`config.mk`:
```
export PLATFORM = sky130hd
export DESIGN_NAME = drive_command_frame_parser
export DESIGN_NICKNAME = d
export VERILOG_FILES = /design/src/dcfp_pkg.sv /design/src/drive_command_frame_parser.sv /design/src/dcfp_tracker.sv /design/src/dcfp_result_reg.sv
export SDC_FILE = /design/constraint.sdc
export NUM_CORES = 1
export LEC_CHECK = 0
export BUFFER_PORTS_ARGS = -buffer_cell sky130_fd_sc_hd__clkbuf_2
export CORE_MARGIN = 3
export CORE_UTILIZATION = 25
export CTS_CLUSTER_SIZE = 10
export DETAILED_ROUTE_END_ITERATION = 10
export SYNTH_ARGS = -nofsm -noshare
export SYNTH_HDL_FRONTEND = slang
export SYNTH_SLANG_ARGS = --single-unit
```
`constraint.sdc`:
```
create_clock -name clk -period 3.9 [get_ports clk]
set_input_delay 0.195 -clock clk [delete_from_list [all_inputs] [get_ports clk]]
set_output_delay 0.195 -clock clk [all_outputs]
set_load 0.01 [all_outputs]
```
`src/dcfp_pkg.sv`:
```
// Shared types and constants for the drive command frame parser.
// Depends on nothing; used by every module of the block by scoped names.
`timescale 1ns / 1ps

package dcfp_pkg;

  // Reset value of the sync byte; the sync byte seen twice in a row resets the frame position.
  localparam logic [7:0] SYNC_RESET = 8'h80;

  // Frame position of the last byte of a frame.
  localparam logic [3:0] FRAME_LAST = 4'd11;

  // Frame position bits that mark the fourth byte of a pair.
  localparam logic [1:0] PAIR_LAST = 2'd3;

  typedef logic [3:0]  frame_pos_t;
  typedef logic [1:0]  pair_idx_t;
  typedef logic [15:0] drive_word_t;

  // Pair update handed from the frame tracker to the result register.
  typedef struct packed {
    logic        emit;
    pair_idx_t   pair;
    drive_word_t first_raw;
    drive_word_t second_raw;
  } pair_update_t;

endpackage

```
`src/drive_command_frame_parser.sv`:
```
// Top level of the drive command frame parser: sync register and channel handshakes.
// Depends on dcfp_pkg, dcfp_tracker and dcfp_result_reg.
//
// Usage:
//   Received bytes enter on in_rx_byte with in_valid; a byte transfers at a
//   rising edge with in_valid high and in_stall low. Every fourth byte of a
//   twelve-byte frame produces one pair update on the out_ channel, which
//   transfers at an edge with out_valid high and out_stall low.
//   Two sync bytes in a row restart the frame and produce nothing.
//   The sync byte is written through cfg_valid/cfg_data; cfg_ready is always
//   high, and a write takes effect for the next byte.
//   A pair update is registered and appears in the cycle after its fourth byte transfers.
//   Throughput: one byte per cycle while the single result register holds no stalled result.
//   While a held result is stalled, in_stall is high and no byte transfers;
//   in any other cycle a byte is taken, even while the result waits.
//   Reset (rst_n low, synchronous) restores the sync byte to 0x80, clears the
//   frame position, the previous byte and the result valid.
`timescale 1ns / 1ps

module drive_command_frame_parser (
  input  logic        clk,
  input  logic        rst_n,
  // Byte input channel
  input  logic        in_valid,
  output logic        in_stall,
  input  logic [7:0]  in_rx_byte,
  // Pair update channel
  output logic        out_valid,
  input  logic        out_stall,
  output logic [1:0]  out_pair_index,
  output logic [15:0] out_first_magnitude,
  output logic        out_first_negative,
  output logic [15:0] out_second_magnitude,
  output logic        out_second_negative,
  // Sync byte configuration
  input  logic        cfg_valid,
  output logic        cfg_ready,
  input  logic [7:0]  cfg_data
);

  logic [7:0]             sync_byte_r;
  logic                   accept;
  logic                   full_stalled;
  dcfp_pkg::pair_update_t update;

  // Sync byte register, always ready for a transfer.
  assign cfg_ready = 1'b1;

  always_ff @(posedge clk) begin
    if (!rst_n) begin
      sync_byte_r <= dcfp_pkg::SYNC_RESET;
    end else if (cfg_valid && cfg_ready) begin
      sync_byte_r <= cfg_data;
    end
  end

  // A byte transfers unless the result register holds a stalled result.
  assign in_stall = full_stalled;
  assign accept   = in_valid && !in_stall;

  dcfp_tracker u_tracker (
    .clk       (clk),
    .rst_n     (rst_n),
    .accept    (accept),
    .rx_byte   (in_rx_byte),
    .sync_byte (sync_byte_r),
    .update    (update)
  );

  dcfp_result_reg u_result (
    .clk                  (clk),
    .rst_n                (rst_n),
    .update               (update),
    .out_stall            (out_stall),
    .out_valid            (out_valid),
    .full_stalled         (full_stalled),
    .out_pair_index       (out_pair_index),
    .out_first_magnitude  (out_first_magnitude),
    .out_first_negative   (out_first_negative),
    .out_second_magnitude (out_second_magnitude),
    .out_second_negative  (out_second_negative)
  );

endmodule

```
`src/dcfp_tracker.sv`:
```
// Frame position tracking, sync detection and byte history for one frame pair.
// Depends on dcfp_pkg for the frame constants and the pair update struct.
`timescale 1ns / 1ps

module dcfp_tracker (
  input  logic                  clk,
  input  logic                  rst_n,
  input  logic                  accept,
  input  logic [7:0]            rx_byte,
  input  logic [7:0]            sync_byte,
  output dcfp_pkg::pair_update_t update
);

  dcfp_pkg::frame_pos_t pos_r;
  dcfp_pkg::frame_pos_t pos_nxt;
  logic [7:0]           prev_r;
  // The three most recent data bytes of the current pair, oldest in the top byte.
  logic [23:0]          hist_r;
  logic [23:0]          hist_nxt;
  logic                 sync_hit;
  logic                 data_write;

  // Two sync bytes in a row restart the frame; positions beyond the frame are dropped.
  assign sync_hit   = (prev_r == sync_byte) && (rx_byte == sync_byte);
  assign data_write = !sync_hit && (pos_r <= dcfp_pkg::FRAME_LAST);

  // Next position and byte history for an accepted byte.
  always_comb begin
    pos_nxt  = pos_r;
    hist_nxt = hist_r;
    priority if (!data_write) begin
      pos_nxt = '0;
    end else begin
      hist_nxt = {hist_r[15:0], rx_byte};
      if (pos_r == dcfp_pkg::FRAME_LAST) begin
        pos_nxt = '0;
      end else begin
        pos_nxt = pos_r + 4'd1;
      end
    end
  end

  // A pair is complete on its fourth byte; the value words come from the history.
  always_comb begin
    update.emit       = accept && data_write && (pos_r[1:0] == dcfp_pkg::PAIR_LAST);
    update.pair       = pos_r[3:2];
    update.first_raw  = {hist_r[15:8], hist_r[23:16]};
    update.second_raw = {rx_byte, hist_r[7:0]};
  end

  // State registers; the history carries data only and needs no reset.
  always_ff @(posedge clk) begin
    if (!rst_n) begin
      pos_r  <= '0;
      prev_r <= '0;
    end else if (accept) begin
      pos_r  <= pos_nxt;
      prev_r <= rx_byte;
    end
  end

  always_ff @(posedge clk) begin
    if (accept) begin
      hist_r <= hist_nxt;
    end
  end

endmodule

```
`src/dcfp_result_reg.sv`:
```
// Result register: splits each drive value into magnitude and sign and holds it.
// Depends on dcfp_pkg for the pair update struct and word types.
`timescale 1ns / 1ps

module dcfp_result_reg (
  input  logic                   clk,
  input  logic                   rst_n,
  input  dcfp_pkg::pair_update_t update,
  input  logic                   out_stall,
  output logic                   out_valid,
  output logic                   full_stalled,
  output logic [1:0]             out_pair_index,
  output logic [15:0]            out_first_magnitude,
  output logic                   out_first_negative,
  output logic [15:0]            out_second_magnitude,
  output logic                   out_second_negative
);

  logic                  valid_r;
  logic                  valid_nxt;
  dcfp_pkg::pair_idx_t   pair_r;
  dcfp_pkg::drive_word_t first_mag_r;
  dcfp_pkg::drive_word_t first_mag_nxt;
  logic                  first_neg_r;
  dcfp_pkg::drive_word_t second_mag_r;
  dcfp_pkg::drive_word_t second_mag_nxt;
  logic                  second_neg_r;

  // Two's complement magnitude; the most negative value yields 0x8000.
  assign first_mag_nxt  = update.first_raw[15]  ? (16'd0 - update.first_raw)
                                                : update.first_raw;
  assign second_mag_nxt = update.second_raw[15] ? (16'd0 - update.second_raw)
                                                : update.second_raw;

  // The register is busy only while it holds a result the receiver stalls.
  assign full_stalled = valid_r && out_stall;

  always_comb begin
    valid_nxt = valid_r;
    priority if (update.emit) begin
      valid_nxt = 1'b1;
    end else if (valid_r && !out_stall) begin
      valid_nxt = 1'b0;
    end else begin
      valid_nxt = valid_r;
    end
  end

  always_ff @(posedge clk) begin
    if (!rst_n) begin
      valid_r <= 1'b0;
    end else begin
      valid_r <= valid_nxt;
    end
  end

  // Payload loads only when a new pair update arrives.
  always_ff @(posedge clk) begin
    if (update.emit) begin
      pair_r       <= update.pair;
      first_mag_r  <= first_mag_nxt;
      first_neg_r  <= update.first_raw[15];
      second_mag_r <= second_mag_nxt;
      second_neg_r <= update.second_raw[15];
    end
  end

  assign out_valid            = valid_r;
  assign out_pair_index       = pair_r;
  assign out_first_magnitude  = first_mag_r;
  assign out_first_negative   = first_neg_r;
  assign out_second_magnitude = second_mag_r;
  assign out_second_negative  = second_neg_r;

endmodule

```
**Word-level counts from Yosys, hierarchy flattened**

Index checks and enable logic that the tools add are counted.

- Shift operators: 0
- Add/sub/neg operators: 3
- Multiplexer cells: 6
- Div/mod/pow operators: 0
- Bitwise gates (word level): 0
- Magnitude comparators: 1
- Reductions and logical operators: 12
- Multipliers: 0
- Eq/ne operators: 4

Operators by type and width:

| operator | count |
|---|---|
| 1-bit by 16-bit subtractor with 16-bit output (first input constant) | 2 |
| 15-bit 2-to-1 mux | 2 |
| 8-bit equality test | 2 |
| 4-bit 2-to-1 mux | 2 |
| 1-bit logical AND | 7 |
| 4-bit by 1-bit adder with 4-bit output (second input constant) | 1 |
| 4-bit equality test (second input constant) | 1 |
| 4-bit <= comparator (second input constant) | 1 |
| 1-bit zero test | 3 |
| 2-bit equality test (second input constant) | 1 |
| 1-bit 2-to-1 mux | 2 |
| 2-bit AND reduction | 1 |
| 2-bit nonzero test | 1 |

- Bits in latches: 0
- Output and inout port bits: 39
- Memories kept: 0
- Memory bits (writable): 0
- ROM bits: 0
- Word-level logic and storage cells: 38
- Bits in registers: 81
- Input port bits: 21

**Logic depth before layout (Yosys ltp)**

- Word-level depth: 7
- Gate-level depth with buffers: 6
- Depth with buffers taken out: 5

**Cells and area by module**

Synthesis repeated with hierarchy kept, for this count alone.

- Cell total of the unflattened synthesis: 274
- Area total of the unflattened synthesis: 3621.0 um^2

By module, submodules not included:

| module | sequential area each (um^2) | instances | cells an instance | area each (um^2) |
|---|---|---|---|---|
| dcfp_result_reg | 1101.1 | 1 | 136 | 1831.8 |
| dcfp_tracker | 960.9 | 1 | 110 | 1472.7 |
| drive_command_frame_parser | 160.2 | 1 | 28 | 316.6 |

**Worst setup path before layout**

No wires, ideal clock.

- Kind: register to register
- From: reg u_result.valid_r (netlist: u_result.out_valid)
- To: reg u_result.first_mag_r[0] (netlist: u_result.out_first_magnitude[0]), enable pin
- Period minus slack after synthesis: 2.892 ns
- Data arrival time: 2.463 ns
- Cell stages (with the launch flop): 6
- Setup time: 0.429 ns
- Path slack: 1.008 ns
- Path through: dfxtp_1 nand2_1 and2_1 clkbuf_1 nand2_1 nor2_1

RTL lines:

| element | RTL line | source |
|---|---|---|
| start, declared | dcfp_result_reg.sv:19 | `logic valid_r;` |
| start signal, assigned | dcfp_result_reg.sv:53 | `valid_r <= valid_nxt;` |
| end signal, assigned | dcfp_result_reg.sv:61 | `first_mag_r <= first_mag_nxt;` |
| end, declared | dcfp_result_reg.sv:22 | `dcfp_pkg::drive_word_t first_mag_r;` |

==> impl_metrics.csv <==
group,metric,value,unit
outcome,status,"finished, final reports clean",
detailed_routing,antenna_left,0,
critical_path,r2r_slack,1.65,ns
job,maxCapViolCount,0,
critical_path,crit_path_end_kind,"register",
power_and_ir_drop,peakVddDrop,0.000245,V
critical_path,r2r-end,"u_result.out_first_magnitude[0]$_DFFE_PP_",
timing,finalHoldViolations,0,
logic_synthesis,syn_area_per_cell,13.0,um2
placement,io_buffer_count,58,
logic_synthesis,syn-cell-area,3460,um2
layout,fin_util,0.315,
critical_path,path_cells,"and3_1, o22ai_1, nor4_1, a21o_1, nor2_4",
timing,setup_viol,0,
logic_synthesis,synth_nets,291,
detailed_routing,wl_per_cell,13.1,um
floorplan,num_rows,42,
clock_tree,cts_setup_buffers,0,
detailed_routing,vias,2195,
layout,synthToLayoutAreaGrowth,21.9,%
grt,grt_pass1_vias,2172,
grt,antenna_found_initial,0,
placement,gp_congestion,0.739,
power_and_ir_drop,internal_power,1510,uW
power_and_ir_drop,power_density,452,nW/um2
timing,fin_crit,2.25,ns
worst_hold_path,hold_class,"input port to register",
timing,tns,0,ns
clock_tree,cts_tree,"built",
detailed_routing,drt-initial-drc-count,148,
floorplan,die_w,124,um
timing,min_period_over_period,0.576,
timing,worst_pin_slew,1.02,ns
clock_tree,cts_hold_buffers,0,
critical_path,crit_type,"register to register",
power_and_ir_drop,comb_power_share,0.065,
layout,final_layout_size_suffix_gt1_frac,0.244,
timing,worst_clock_skew,0.00809,ns
grt,grt_pass1_wl,11100,um
critical_path,cp_slowest_cell,"nor2_4",
logic_synthesis,synthAdderAreaFrac,0.0109,
power_and_ir_drop,leakagePower,0.00153,uW
floorplan,start_util,0.258,
critical_path,r2r_cells,5,
placement,hpwl,4800,um
detailed_routing,first_pass_iters,4,
grt,grt_usage,0.0956,
floorplan,core_area,13400,um2
clock_tree,post_cts_resized,0,
logic_synthesis,ys_seq_area_frac,0.643,
timing,slew_headroom,0.317,
clock_tree,cts_buffer_depth,2,
logic_synthesis,synth_compound_area_frac,0.0807,
power_and_ir_drop,total_power,1900,uW
critical_path,slowest_delay,0.82,ns
timing,clock.fmax,0.445,GHz
detailed_routing,drc,0,
critical_path,start_kind,"register",
critical_path,crit_path_end,"u_result.out_first_magnitude[0]$_DFFE_PP_",
logic_synthesis,synth_top_family_by_area,"simple AND/OR/NAND/NOR gates",
logic_synthesis,synthMuxAreaShare,0.0232,
clock_tree,clock_sinks,81,
logic_synthesis,ys_ff_latch,81,
power_and_ir_drop,netSwitchingPower,396,uW
logic_synthesis,synthSimpleGateAreaFrac,0.132,
layout,fin_nets,351,
logic_synthesis,syn_inst,267,
logic_synthesis,synthXorXnorAreaFrac,0.0886,
power_and_ir_drop,power_frac_clock,0.414,
power_and_ir_drop,switching_share,0.208,
clock_tree,clockRootBuffer,"clkbuf_16",
floorplan,dieHeight,124,um
critical_path,crit_required,3.84,ns
power_and_ir_drop,p_seq_frac,0.521,
logic_synthesis,synth_warnings,0,
grt,grt_remaining_overflow,0,
clock_tree,insertion_delay,0.33,ns
clock_tree,htree_levels,3,
timing,slew_viol_final,0,
floorplan,die_area,15300,um2
critical_path,r2r-start,"sync_byte_r[2]$_SDFFE_PN0P_",
critical_path,path_max_fanout,36,
floorplan,pin_count,60,
timing,rsz0062_at_grt,"false",
detailed_routing,viasPerCell,4.32,
clock_tree,cts_buffers,9,
critical_path,crit_start,"sync_byte_r[2]$_SDFFE_PN0P_",
clock_tree,path_clk_slew,0.05,ns
logic_synthesis,ys_types,42,
layout,diodes,0,
timing,hold_slack,0.0794,ns
critical_path,worst_ep_arrival_time,2.19,ns
grt,grt_max_degree,37,
detailed_routing,wl,6660,um
## cell usage in the layout (no fill, tap or decap), types with 2 or more instances in the layout
| cell | n |
|---|---|
| nand4_1 | 3 |
| or4_1 | 2 |
| a21boi_0 | 9 |
| clkbuf_1 | 2 |
| inv_1 | 6 |
| clkinv_1 | 3 |
| nand2_1 | 35 |
| nor4_1 | 2 |
| xnor2_1 | 34 |
| ha_1 | 3 |
| or4_4 | 2 |
| nand3_1 | 7 |
| nor3_1 | 5 |
| edfxtp_1 | 60 |
| nor2_1 | 5 |
| nor2b_1 | 7 |
| o21ai_0 | 9 |
| mux2i_1 | 8 |
| dfxtp_1 | 21 |
| o31ai_1 | 9 |
| and3_1 | 4 |
| clkbuf_2 | 58 |
| o22ai_1 | 2 |
| o41ai_1 | 3 |
| a21oi_1 | 2 |
| clkbuf_16 | 9 |
## flip-flops by register name, indices dropped and copies added, names as in the netlist
signal / cells
u_result.out_second_negative: 1
u_tracker.hist_r: 24
u_tracker.prev_r: 8
u_result.out_second_magnitude: 16
u_result.out_first_negative: 1
u_result.out_first_magnitude: 16
sync_byte_r: 8
u_result.out_valid: 1
u_tracker.pos_r: 4
u_result.out_pair_index: 2
## power by group through the flow
stage,Combinational [uW],Clock (uW),Sequential [uW]
CTS,126,808,992
global placement,122,0,1010
floorplan,88.4,0,1000
finish,124,788,992
global route,142,842,997
detailed placement,126,0,1010
## synthesized netlist by cell type
master / count / area (um2)
nor3b_1: 1 / 7.51
nor4_1: 2 / 12.5
a21oi_1: 2 / 10.0
clkbuf_1: 8 / 30.0
and3_1: 4 / 25.0
nand2_1: 35 / 131
xnor2_1: 34 / 298
nor3_1: 5 / 25.0
a31o_2: 1 / 8.76
o22ai_1: 2 / 12.5
o21ai_2: 1 / 8.76
o31ai_1: 9 / 67.6
nor4b_2: 1 / 15.0
mux2i_1: 8 / 80.1
and2_1: 1 / 6.26
xor2_1: 1 / 8.76
conb_1: 1 / 3.75
nand2b_1: 1 / 6.26
or4_4: 2 / 22.5
nand4bb_1: 1 / 11.3
nand3_1: 7 / 35.0
dfxtp_1: 21 / 420
or3_4: 1 / 11.3
a21o_1: 1 / 7.51
o41ai_1: 3 / 26.3
o2bb2ai_1: 1 / 8.76
nand4b_1: 1 / 8.76
inv_1: 6 / 22.5
nor2b_1: 7 / 43.8
and4bb_2: 1 / 12.5
nand4_1: 3 / 18.8
buf_6: 1 / 11.3
buf_4: 1 / 7.51
nor3_4: 1 / 16.3
ha_1: 3 / 37.5
or4_1: 2 / 15.0
o41ai_2: 1 / 16.3
a21boi_0: 9 / 67.6
o21ai_0: 9 / 45.0
edfxtp_1: 60 / 1800
nor2_1: 7 / 26.3
nand3b_1: 1 / 7.51
## through the flow
step           std cells  worst slack, ns  cell area [um2]
6_report             508             1.65             4220
3_5_place_dp         492             1.53             3940
2_1_floorplan        267             1.01             3460
5_1_grt              508             1.42             4220
4_1_cts              508             1.63             4220
3_3_place_gp         492             1.61             3940
## worst min-delay path by stage
| stage | start | endpoint | slack [ns] | depth (start not counted) |
|---|---|---|---|---|
| after floorplan | in_rx_byte[7] | u_result.out_second_negative$_DFFE_PP_ | 0.29 | 0 |
| after global placement | cfg_data[7] | sync_byte_r[7]$_SDFFE_PN1P_ | 0.41 | 3 |
| after detailed placement | cfg_data[7] | sync_byte_r[7]$_SDFFE_PN1P_ | 0.42 | 3 |
| after CTS | cfg_data[7] | sync_byte_r[7]$_SDFFE_PN1P_ | 0.07 | 3 |
| after global routing | cfg_data[7] | sync_byte_r[7]$_SDFFE_PN1P_ | 0.10 | 3 |
| final | cfg_data[7] | sync_byte_r[7]$_SDFFE_PN1P_ | 0.08 | 3 |
## layout make-up
cell class                 instances  area [um2]
inverter                           6        22.5
multi-input combinational        170        1170
sequential                        81        2220
clock buffer                      11         233
tap                              176         220
fill                            1369        9180
timing repair buffer              59         298
clock inverter                     5        46.3
## critical path, delay by kind of cell, from the launching register on
kind,cells,cell delay [ns]
flip-flops,1,0.32
AND/OR/NAND/NOR,3,1.10
AO/OA/AOI/OAI,2,0.42
## cell families after synthesis
group / count (synthesis)
simple gates: 84
flops: 81
compound gates: 39
xor+xnor: 35
buf+inv: 16
mux: 8
fa+ha+maj: 3
other cells: 1
## layer usage
layer,global-route usage,part of all wire,vias up
met3,0.0372,0.060,6
met1,0.118,0.46,1034
met4,0.0270,0.0060,0
met5,0,0,-
li1,-,-,1092
met2,0.155,0.47,63
No activity file was read; power rests on OpenSTA's default activity.
